## config.mk

```make
export PLATFORM = sky130hd
export DESIGN_NAME = moving_average_rms_peak_meter
export DESIGN_NICKNAME = d
export VERILOG_FILES = /design/src/hdl/mvrp_pkg.sv /design/src/hdl/moving_average_rms_peak_meter.sv /design/src/hdl/mvrp_cmpsub.sv /design/src/hdl/mvrp_fir.sv /design/src/hdl/mvrp_mean_root.sv
export SDC_FILE = /design/constraint.sdc
export NUM_CORES = 2
export LEC_CHECK = 0
export BUFFER_PORTS_ARGS = -buffer_cell sky130_fd_sc_hd__buf_2
export CAP_MARGIN = 5
export CORE_ASPECT_RATIO = 0.5
export CORE_MARGIN = 4
export CORE_UTILIZATION = 43
export CTS_CLUSTER_SIZE = 20
export DETAILED_ROUTE_END_ITERATION = 12
export PLACE_DENSITY = 0.73
export SLEW_MARGIN = 20
export SYNTH_ARGS = -nofsm -noshare
export SYNTH_HDL_FRONTEND = slang
export SYNTH_HIERARCHICAL = 1
export SYNTH_SLANG_ARGS = --single-unit
```

## constraint.sdc

```tcl
create_clock -name clk -period 8.5 [get_ports clk]
set_input_delay 0.85 -clock clk [delete_from_list [all_inputs] [get_ports clk]]
set_output_delay 0.85 -clock clk [all_outputs]
set_load 0.1 [all_outputs]
```

## src/hdl/mvrp_pkg.sv

```systemverilog
// Shared constants and types for the moving-average RMS and peak meter.
`default_nettype none

package mvrp_pkg;

    // Tap count is a power of two, TAPS_LOG2 from 1 to 6.
    localparam int TAPS_LOG2   = 4;
    localparam int TAPS        = 1 << TAPS_LOG2;
    localparam int SAMPLE_W    = 16;
    localparam int SUM_W       = SAMPLE_W + TAPS_LOG2;
    localparam int FRAC_SHIFT  = 4;
    localparam int FILT_W      = 20;
    localparam int MAG_W       = 20;
    localparam int SQ_W        = 2 * MAG_W;
    localparam int SQSUM_W     = 54;
    localparam int WLEN_W      = 16;
    localparam int SEQ_W       = 32;
    localparam int ROOT_W      = 20;
    localparam int SREM_W      = ROOT_W + 2;
    localparam int UNIT_W      = SREM_W + 2;
    localparam int DIV_STEPS   = SQSUM_W;
    localparam int SQRT_STEPS  = ROOT_W;
    localparam int STEP_CNT_W  = $clog2(DIV_STEPS);

    localparam logic [WLEN_W-1:0] WLEN_RESET = WLEN_W'(2048);

    typedef struct packed {
        logic              done;
        logic [ROOT_W-1:0] root;
    } eng_stat_t;

endpackage

`default_nettype wire

```

## src/hdl/moving_average_rms_peak_meter.sv

```systemverilog
// Top level of the moving-average RMS and peak meter.
//
// Input channel: sample with sample_valid / sample_ready, one item per audio
// sample. Output channel: filtered, rms, peak and seq with report_valid /
// report_ready, one item per completed window of window_length samples.
// cfg_wen / cfg_wdata write window_length; write it only while idle.
//
// A sample that closes no window updates the FIR tap line and running sum on
// acceptance, then is squared and accumulated through the multiplier.
// A sample that closes a window runs the shared compare-and-subtract unit for
// 54 divide steps and 20 root steps, so its report is loaded into the output
// register once the engine is done and the output slot is free, and only
// then can the next sample be accepted; sample_ready stays low meanwhile.
//
// The output register holds a report until it is taken; samples keep being
// accepted during a stall, and only a second report waits for the slot.
// Reset clears the history, accumulators and counters and sets window_length
// to 2048.
`default_nettype none

module moving_average_rms_peak_meter
    import mvrp_pkg::*;
(
    input  wire logic                       clk,
    input  wire logic                       rst_n,
    input  wire logic                       cfg_wen,
    input  wire logic [WLEN_W-1:0]          cfg_wdata,
    input  wire logic                       sample_valid,
    output logic                            sample_ready,
    input  wire logic signed [SAMPLE_W-1:0] sample,
    output logic                            report_valid,
    input  wire logic                       report_ready,
    output logic signed [FILT_W-1:0]        filtered,
    output logic [ROOT_W-1:0]               rms,
    output logic [MAG_W-1:0]                peak,
    output logic [SEQ_W-1:0]                seq
);

    typedef enum logic [3:0] {
        S_IDLE = 4'b0001,
        S_ACC  = 4'b0010,
        S_CALC = 4'b0100,
        S_HOLD = 4'b1000
    } top_state_t;

    top_state_t                state_reg,   state_next;
    logic [WLEN_W-1:0]         wlen_reg;
    logic [SQSUM_W-1:0]        sqsum_reg,   sqsum_next;
    logic [MAG_W-1:0]          peak_reg,    peak_next;
    logic [WLEN_W-1:0]         wcount_reg,  wcount_next;
    logic [SEQ_W-1:0]          scount_reg,  scount_next;
    logic signed [FILT_W-1:0]  filt_rep_reg, filt_rep_next;
    logic [MAG_W-1:0]          peak_rep_reg, peak_rep_next;
    logic [SEQ_W-1:0]          seq_rep_reg,  seq_rep_next;
    logic                      rvalid_reg,  rvalid_next;
    logic signed [FILT_W-1:0]  ofilt_reg,   ofilt_next;
    logic [ROOT_W-1:0]         orms_reg,    orms_next;
    logic [MAG_W-1:0]          opeak_reg,   opeak_next;
    logic [SEQ_W-1:0]          oseq_reg,    oseq_next;

    logic signed [FILT_W-1:0]  filt;
    logic [FILT_W:0]           filt_ext;
    logic [FILT_W:0]           mag_ext;
    logic [MAG_W-1:0]          mag;
    logic [SQ_W-1:0]           sq;
    logic [SQSUM_W-1:0]        sqsum_new;
    logic [MAG_W-1:0]          peak_new;
    logic [WLEN_W-1:0]         count_inc;
    logic                      report_hit;
    logic                      accept;
    logic                      eng_start;
    eng_stat_t                 eng_stat;

    assign sample_ready = (state_reg == S_IDLE);
    assign accept       = sample_valid && sample_ready;

    mvrp_fir u_fir (
        .clk      (clk),
        .rst_n    (rst_n),
        .load     (accept),
        .sample   (sample),
        .filtered (filt)
    );

    mvrp_mean_root u_mean_root (
        .clk      (clk),
        .rst_n    (rst_n),
        .start    (eng_start),
        .dividend (sqsum_new),
        .divisor  (count_inc),
        .stat     (eng_stat)
    );

    assign filt_ext   = {filt[FILT_W-1], filt};
    assign mag_ext    = filt[FILT_W-1] ? (~filt_ext + 1'b1) : filt_ext;
    assign mag        = mag_ext[MAG_W-1:0];
    assign sq         = mag * mag;
    assign sqsum_new  = sqsum_reg + SQSUM_W'(sq);
    assign peak_new   = (mag > peak_reg) ? mag : peak_reg;
    assign count_inc  = wcount_reg + 1'b1;
    assign report_hit = (count_inc >= wlen_reg);

    always_comb
    begin
        state_next    = state_reg;
        sqsum_next    = sqsum_reg;
        peak_next     = peak_reg;
        wcount_next   = wcount_reg;
        scount_next   = scount_reg;
        filt_rep_next = filt_rep_reg;
        peak_rep_next = peak_rep_reg;
        seq_rep_next  = seq_rep_reg;
        rvalid_next   = rvalid_reg && !report_ready;
        ofilt_next    = ofilt_reg;
        orms_next     = orms_reg;
        opeak_next    = opeak_reg;
        oseq_next     = oseq_reg;
        eng_start     = 1'b0;
        case (state_reg)
            S_IDLE:
            begin
                if (accept)
                begin
                    state_next = S_ACC;
                end
            end
            S_ACC:
            begin
                scount_next = scount_reg + 1'b1;
                if (report_hit)
                begin
                    sqsum_next    = '0;
                    peak_next     = '0;
                    wcount_next   = '0;
                    filt_rep_next = filt;
                    peak_rep_next = peak_new;
                    seq_rep_next  = scount_reg + 1'b1;
                    eng_start     = 1'b1;
                    state_next    = S_CALC;
                end
                else
                begin
                    sqsum_next  = sqsum_new;
                    peak_next   = peak_new;
                    wcount_next = count_inc;
                    state_next  = S_IDLE;
                end
            end
            S_CALC:
            begin
                if (eng_stat.done)
                begin
                    state_next = S_HOLD;
                end
            end
            S_HOLD:
            begin
                if (!rvalid_reg || report_ready)
                begin
                    rvalid_next = 1'b1;
                    ofilt_next  = filt_rep_reg;
                    orms_next   = eng_stat.root;
                    opeak_next  = peak_rep_reg;
                    oseq_next   = seq_rep_reg;
                    state_next  = S_IDLE;
                end
            end
            default:
            begin
                state_next = S_IDLE;
            end
        endcase
    end

    always_ff @(posedge clk or negedge rst_n)
    begin
        if (!rst_n)
        begin
            state_reg  <= S_IDLE;
            wlen_reg   <= WLEN_RESET;
            sqsum_reg  <= '0;
            peak_reg   <= '0;
            wcount_reg <= '0;
            scount_reg <= '0;
            rvalid_reg <= 1'b0;
        end
        else
        begin
            state_reg  <= state_next;
            sqsum_reg  <= sqsum_next;
            peak_reg   <= peak_next;
            wcount_reg <= wcount_next;
            scount_reg <= scount_next;
            rvalid_reg <= rvalid_next;
            if (cfg_wen)
            begin
                wlen_reg <= cfg_wdata;
            end
        end
    end

    always_ff @(posedge clk)
    begin
        filt_rep_reg <= filt_rep_next;
        peak_rep_reg <= peak_rep_next;
        seq_rep_reg  <= seq_rep_next;
        ofilt_reg    <= ofilt_next;
        orms_reg     <= orms_next;
        opeak_reg    <= opeak_next;
        oseq_reg     <= oseq_next;
    end

    assign report_valid = rvalid_reg;
    assign filtered     = ofilt_reg;
    assign rms          = orms_reg;
    assign peak         = opeak_reg;
    assign seq          = oseq_reg;

`ifndef ASSERT_OFF
    a_accept_to_acc: assert property (@(posedge clk) disable iff (!rst_n)
        accept |=> state_reg == S_ACC)
        else $error("accepted item did not reach accumulate step");

    a_hit_starts_calc: assert property (@(posedge clk) disable iff (!rst_n)
        (state_reg == S_ACC && report_hit) |=> state_reg == S_CALC)
        else $error("window end did not start the mean and root engine");

    a_done_in_calc: assert property (@(posedge clk) disable iff (!rst_n)
        eng_stat.done |-> state_reg == S_CALC)
        else $error("engine finished outside the calculate step");

    a_rms_le_peak: assert property (@(posedge clk) disable iff (!rst_n)
        report_valid |-> rms <= peak)
        else $error("rms exceeds peak in report");
`endif

endmodule

`default_nettype wire

```

## src/hdl/mvrp_cmpsub.sv

```systemverilog
// Shared compare-and-subtract unit used by the divide and square-root steps.
`default_nettype none

module mvrp_cmpsub
    import mvrp_pkg::*;
(
    input  wire logic [UNIT_W-1:0] a,
    input  wire logic [UNIT_W-1:0] b,
    output logic                   ge,
    output logic [UNIT_W-1:0]      diff
);

    logic borrow;

    assign {borrow, diff} = {1'b0, a} - {1'b0, b};
    assign ge = ~borrow;

endmodule

`default_nettype wire

```

## src/hdl/mvrp_fir.sv

```systemverilog
// Moving-average FIR: tap history, running sum and scaled filtered value.
`default_nettype none

module mvrp_fir
    import mvrp_pkg::*;
(
    input  wire logic                       clk,
    input  wire logic                       rst_n,
    input  wire logic                       load,
    input  wire logic signed [SAMPLE_W-1:0] sample,
    output logic signed [FILT_W-1:0]        filtered
);

    logic signed [SAMPLE_W-1:0]        hist_reg [TAPS];
    logic signed [SUM_W-1:0]           sum_reg;
    logic signed [SUM_W-1:0]           sum_next;
    logic signed [SUM_W+FRAC_SHIFT-1:0] scaled;

    assign sum_next = sum_reg + SUM_W'(sample) - SUM_W'(hist_reg[TAPS-1]);

    always_ff @(posedge clk or negedge rst_n)
    begin
        if (!rst_n)
        begin
            for (int i = 0; i < TAPS; i++)
            begin
                hist_reg[i] <= '0;
            end
            sum_reg <= '0;
        end
        else if (load)
        begin
            hist_reg[0] <= sample;
            for (int i = 1; i < TAPS; i++)
            begin
                hist_reg[i] <= hist_reg[i-1];
            end
            sum_reg <= sum_next;
        end
    end

    // floor(16 * sum / TAPS), exact for a power-of-two tap count
    assign scaled   = $signed({sum_reg, {FRAC_SHIFT{1'b0}}}) >>> TAPS_LOG2;
    assign filtered = scaled[FILT_W-1:0];

endmodule

`default_nettype wire

```

## src/hdl/mvrp_mean_root.sv

```systemverilog
// Iterative mean and root engine: restoring divide then digit-by-digit square root.
`default_nettype none

module mvrp_mean_root
    import mvrp_pkg::*;
(
    input  wire logic               clk,
    input  wire logic               rst_n,
    input  wire logic               start,
    input  wire logic [SQSUM_W-1:0] dividend,
    input  wire logic [WLEN_W-1:0]  divisor,
    output eng_stat_t               stat
);

    typedef enum logic [3:0] {
        E_IDLE = 4'b0001,
        E_DIV  = 4'b0010,
        E_SQRT = 4'b0100,
        E_DONE = 4'b1000
    } eng_state_t;

    eng_state_t              state_reg,  state_next;
    logic [STEP_CNT_W-1:0]   cnt_reg,    cnt_next;
    logic [SQSUM_W-1:0]      q_reg,      q_next;
    logic [WLEN_W-1:0]       drem_reg,   drem_next;
    logic [WLEN_W-1:0]       dvs_reg,    dvs_next;
    logic [SREM_W-1:0]       srem_reg,   srem_next;
    logic [ROOT_W-1:0]       root_reg,   root_next;
    logic [UNIT_W-1:0]       unit_a;
    logic [UNIT_W-1:0]       unit_b;
    logic [UNIT_W-1:0]       unit_diff;
    logic                    unit_ge;

    mvrp_cmpsub u_cmpsub (
        .a    (unit_a),
        .b    (unit_b),
        .ge   (unit_ge),
        .diff (unit_diff)
    );

    always_comb
    begin
        unit_a = '0;
        unit_b = '0;
        case (state_reg)
            E_DIV:
            begin
                unit_a = UNIT_W'({drem_reg, q_reg[SQSUM_W-1]});
                unit_b = UNIT_W'(dvs_reg);
            end
            E_SQRT:
            begin
                unit_a = {srem_reg, q_reg[SQ_W-1 -: 2]};
                unit_b = UNIT_W'({root_reg, 2'b01});
            end
            default:
            begin
                unit_a = '0;
                unit_b = '0;
            end
        endcase
    end

    always_comb
    begin
        state_next = state_reg;
        cnt_next   = cnt_reg;
        q_next     = q_reg;
        drem_next  = drem_reg;
        dvs_next   = dvs_reg;
        srem_next  = srem_reg;
        root_next  = root_reg;
        case (state_reg)
            E_IDLE:
            begin
                if (start)
                begin
                    q_next     = dividend;
                    drem_next  = '0;
                    dvs_next   = divisor;
                    cnt_next   = '0;
                    state_next = E_DIV;
                end
            end
            E_DIV:
            begin
                q_next    = {q_reg[SQSUM_W-2:0], unit_ge};
                drem_next = unit_ge ? unit_diff[WLEN_W-1:0] : unit_a[WLEN_W-1:0];
                cnt_next  = cnt_reg + 1'b1;
                if (cnt_reg == STEP_CNT_W'(DIV_STEPS - 1))
                begin
                    cnt_next   = '0;
                    srem_next  = '0;
                    root_next  = '0;
                    state_next = E_SQRT;
                end
            end
            E_SQRT:
            begin
                // quotient never exceeds the largest square, so its top bits are clear
                q_next    = {q_reg[SQSUM_W-3:0], 2'b00};
                srem_next = unit_ge ? unit_diff[SREM_W-1:0] : unit_a[SREM_W-1:0];
                root_next = {root_reg[ROOT_W-2:0], unit_ge};
                cnt_next  = cnt_reg + 1'b1;
                if (cnt_reg == STEP_CNT_W'(SQRT_STEPS - 1))
                begin
                    cnt_next   = '0;
                    state_next = E_DONE;
                end
            end
            E_DONE:
            begin
                state_next = E_IDLE;
            end
            default:
            begin
                state_next = E_IDLE;
            end
        endcase
    end

    always_ff @(posedge clk or negedge rst_n)
    begin
        if (!rst_n)
        begin
            state_reg <= E_IDLE;
            cnt_reg   <= '0;
        end
        else
        begin
            state_reg <= state_next;
            cnt_reg   <= cnt_next;
        end
    end

    always_ff @(posedge clk)
    begin
        q_reg    <= q_next;
        drem_reg <= drem_next;
        dvs_reg  <= dvs_next;
        srem_reg <= srem_next;
        root_reg <= root_next;
    end

    assign stat.done = (state_reg == E_DONE);
    assign stat.root = root_reg;

endmodule

`default_nettype wire
```

**After elaboration in Yosys (flattened, before gate mapping)**

Cells that the tools add are included.

- Bits in registers: 721
- Input bits: 37
- Output and inout bits: 94
- Word-level logic and storage cells: 117

- Add/subtract/negate cells: 8
- Multiply operators: 1
- Magnitude comparators: 2
- Equal/unequal tests: 16
- Multiplexer cells: 34
- Bitwise operators: 2
- Reductions and logical operators: 16

Operator list:

| kind | count |
|---|---|
| one-hot mux 54 bit (3 select lines) | 1 |
| 2-to-1 mux 54 bit | 2 |
| one-hot mux 22 bit (2 select lines) | 2 |
| 2-to-1 mux 20 bit | 4 |
| adder 54 x 40 -> 54 bit | 1 |
| 2-to-1 mux 16 bit | 3 |
| one-hot mux 24 bit (2 select lines) | 1 |
| 2-to-1 mux 22 bit | 2 |
| multiplier 20 x 20 -> 40 bit | 1 |
| one-hot mux 20 bit (2 select lines) | 1 |
| adder 32 x 1 -> 32 bit, second input constant | 1 |
| one-hot mux 16 bit (2 select lines) | 1 |
| subtractor 24 x 22 -> 25 bit | 1 |
| 2-to-1 mux 4 bit | 6 |
| adder 20 x 1 -> 20 bit, second input constant | 1 |
| adder 20 x 16 -> 20 bit | 1 |
| > comparator 20 bit | 1 |
| NOT 20 bit | 1 |
| subtractor 20 x 16 -> 20 bit | 1 |
| 2-to-1 mux 6 bit | 3 |
| one-hot mux 6 bit (3 select lines) | 1 |
| adder 16 x 1 -> 16 bit, second input constant | 1 |
| greater-or-equal comparator 16 bit | 1 |
| one-hot mux 4 bit (4 select lines) | 1 |
| other kinds (20) | 40 |

**Logic depth before layout (Yosys ltp)**

- Word-level depth: 7
- Gate-level depth with buffers: 38
- Gate-level depth less buffers: 33

**Modules after synthesis**

Netlist, hierarchy kept.

Modules (own cells, without submodules):

| module | times used | cells each | area an instance (µm²) | sequential area each (µm²) |
|---|---|---|---|---|
| moving_average_rms_peak_meter | 1 | 2503 | 26015.0 | 8505.7 |
| mvrp_fir | 1 | 829 | 11763.8 | 6906.6 |
| mvrp_mean_root | 1 | 511 | 6287.3 | 4095.2 |
| mvrp_cmpsub | 1 | 211 | 1465.2 | 0.0 |

**Worst setup path before layout**

Ideal clock, no wire load.

- Path kind: flip-flop to flip-flop
- From: register u_fir.sum_reg[0] (netlist: u_fir/filtered[0])
- To: register u_mean_root.q_reg[53] (data pin)
- Library setup time: 0.259 ns
- Arrival: 8.989 ns
- Data required time: 8.241 ns
- Slack: -0.748 ns
- Cell stages (with the launch flop): 39
- Path buffers: 5
- Clock period less this slack: 9.248 ns
- Cells stage by stage: dfrtp_1 > buf_6 > inv_1 > clkbuf_1 > ha_1 > nand2b_1 > or4_1 > or3b_1 > o31a_1 > xnor2_4 > inv_2 > buf_2 > nand2_1 > fa_1 > inv_1 > fa_1 > inv_1 > fa_1 > [... 3 more ...] > fa_1 > inv_1 > fa_1 > inv_1 > ha_1 > clkbuf_1 > a21oi_1 > o21a_1 > o21ai_0 > a31oi_1 > nand3_1 > a311oi_1 > o31a_1 > buf_2 > nor3_1 > xor2_1 > nand2_1 > nand2_1

- Word-level cells in the longest chain between the ends: 7

Ends and longest elaborated chain:

| element | line | text |
|---|---|---|
| start: declaration | mvrp_fir.sv:15 | `logic signed [SUM_W-1:0] sum_reg;` |
| start signal: assignment | mvrp_fir.sv:38 | `sum_reg <= sum_next;` |
| NOT 20 bit | moving_average_rms_peak_meter.sv:95 | `assign mag_ext = filt[FILT_W-1] ? (~filt_ext + 1'b1) : filt_ext;` |
| adder 20 x 1 -> 20 bit | moving_average_rms_peak_meter.sv:95 |  |
| 2-to-1 mux 20 bit * | moving_average_rms_peak_meter.sv:95 |  |
| multiplier 20 x 20 -> 40 bit * | moving_average_rms_peak_meter.sv:97 | `assign sq = mag * mag;` |
| adder 54 x 40 -> 54 bit * | moving_average_rms_peak_meter.sv:98 | `assign sqsum_new = sqsum_reg + SQSUM_W'(sq);` |
| via sqsum_new[53] | moving_average_rms_peak_meter.sv:66 | `logic [SQSUM_W-1:0] sqsum_new;` |
| 2-to-1 mux 54 bit * | mvrp_mean_root.sv:76 | `if (start)` |
| one-hot mux 54 bit (3 select lines) * | mvrp_mean_root.sv:73 | `case (state_reg)` |
| via u_mean_root.q_next[53] | mvrp_mean_root.sv:24 | `logic [SQSUM_W-1:0] q_reg, q_next;` |
| end signal: assignment | mvrp_mean_root.sv:138 | `q_reg <= q_next;` |
| end: declaration | mvrp_mean_root.sv:24 |  |

Mark *: on every way through the listed nets, which the timed path passes. The rest lies on a longest branch. The select of a mux whose other input is x is not followed.
A chain may end at the register's enable or synchronous reset.

**Final worst setup path**

- From: register u_fir.sum_reg[0] (netlist: u_fir/filtered[0])
- To: register u_mean_root.q_reg[45] (data pin)

The elaborated chain is that of the path after synthesis.

==> results.json <==
{
  "final.setup.worst_slack_ps": -14.24,
  "maxCapViolCount": 0,
  "cp.arrival_ps": 8930,
  "drv_slew": 0,
  "criticalPathCategory": "reg2reg",
  "antenna_found_initial": 1,
  "fin_skew_ps": 35.59,
  "drtPass1Iterations": 6,
  "largest_reg_flops": 256,
  "cp_common_cell": "fa_1",
  "start_kind": "flop",
  "cts-buffers-inserted": 71,
  "cp-end-kind": "flop",
  "initial_core_util": 0.4379,
  "drc": 0,
  "die_w_um": 467.4,
  "port_buffers": 130,
  "worst-r2r-cell-count": 36,
  "ant_nets": 0,
  "cp_slowest_cell": "or4_4",
  "crit_required_ps": 8910,
  "slew_headroom": 0.3340,
  "period_needed_ps": 8514,
  "ios": 131,
  "ctsHoldBuffers": 0,
  "dieArea_sq_um": 111100,
  "final_common_cell": "inv_1",
  "viasPerCell": 5.153,
  "drt_wl_total_mm": 101.9,
  "synth.avg_cell_area_sq_um": 11.25,
  "antenna_cells": 0,
  "r2r_end": "u_mean_root/q_reg[45]",
  "mostFrequentLayoutCells": "inv_1 (625), dfrtp_1 (426), nand2_1 (383)",
  "rsz0062_at_grt": "yes",
  "critPathMaxFanout": 9,
  "grt_pass1_wl_mm": 166.1,
  "cts.sinks": 721,
  "grt_max_degree": 182,
  "tightest_slew_ps": 996.7,
  "ys_warn_count": 6,
  "nets": 4910,
  "clk_pin_slew_ps": 60,
  "ctsLongestPathBuffers": 3,
  "overflow": 0,
  "clock_latency_ps": 670,
  "area_growth_pct": 15.25,
  "slowest_delay_ps": 580,
  "root_buffer": "clkbuf_16",
  "hpwl_mm": 74.92,
  "rows": 83,
  "die_h_um": 237.7,
  "htree_levels": 3,
  "hold_viol": 0,
  "r2r_setup_slack_ps": -10,
  "violations": "setup timing",
  "synthesis.area_sq_um": 45380,
  "via_count": 29660,
  "drive_above_1_share": 0.1571,
  "synth_cells": 4032,
  "hp-class": "in2async",
  "grt_pass1_vias": 31450,
  "period_share": 1.002,
  "core_area_sq_um": 103600,
  "grt_usage": 0.1850,
  "gp_congestion": 0.9233,
  "layout.core_utilization": 0.5046,
  "outcome": "complete, but fails checks",
  "cts_tree": "built",
  "drt_iter0_markers": 1956,
  "fmax_mhz": 117.5,
  "wl_per_cell_um": 17.70,
  "setup_viol": 1,
  "r2r-start": "u_fir/filtered[0]"
}
## area by class of cell
type	instances	area (sq um)
Tap cell	1402	1754
Clock buffer	101	2044
Fill cell	9056	51340
Sequential cell	721	19510
Multi-Input combinational cell	2512	23690
Timing Repair Buffer	337	2394
Inverter	651	2476
Clock inverter	31	435.4
## repair_timing
action,CTS,global route
resized for setup,12,157
gates cloned,0,2
pin swaps,5,62
setup buffers,5,33
endpoints found under the setup margin,25,59
## layer usage
metal / share of wire / global-route usage / wire [um] / vias up
met5: 0.00012 / 0 / 12 / -
met4: 0.033 / 0.06454 / 3401 / 2
met3: 0.048 / 0.03312 / 4891 / 191
met2: 0.49 / 0.3120 / 49420 / 679
met1: 0.43 / 0.2415 / 44150 / 14940
li1: - / - / - / 13850
## stage by stage
stage	setup TNS, ps	area [sq um]	hold slack [ps]	instances	setup WS (ps)
2_1_floorplan	-6.658	45700	400.3	4047	-6.658
3_3_place_gp	-177.2	48700	403.6	5583	-88.28
3_5_place_dp	-2225	48730	404.5	5584	-206.3
4_1_cts	0	51280	228.8	5721	4.772
5_1_grt	-3688	52300	260.6	5755	-323.4
6_report	-14.24	52300	215.5	5755	-14.24
## worst max-delay path: cells and delay by family, from the launching register on
kind / cells / cell delay (ps)
fa+ha+maj: 9 / 3900
compound gates: 3 / 580
buf+inv: 11 / 1030
xor+xnor: 2 / 300
simple gates: 11 / 2020
flops: 1 / 420
## worst max path at each step
stage / from / endpoint / slack, ps / cells after the start
3_5_place_dp: u_fir/filtered[1] / u_mean_root/q_reg[41] / -210 / 33
4_1_cts: u_fir/filtered[1] / u_mean_root/q_reg[45] / 5 / 31
3_3_place_gp: u_fir/filtered[1] / u_mean_root/q_reg[45] / -90 / 34
2_1_floorplan: u_fir/filtered[0] / u_mean_root/q_reg[53] / -7 / 38
5_1_grt: u_fir/filtered[0] / u_mean_root/q_reg[45] / -320 / 36
6_report: u_fir/filtered[0] / u_mean_root/q_reg[45] / -10 / 36
Power is left out: the tool's default activity adds up to more than one toggle a clock period on the data nets, which glitch-free logic cannot reach.
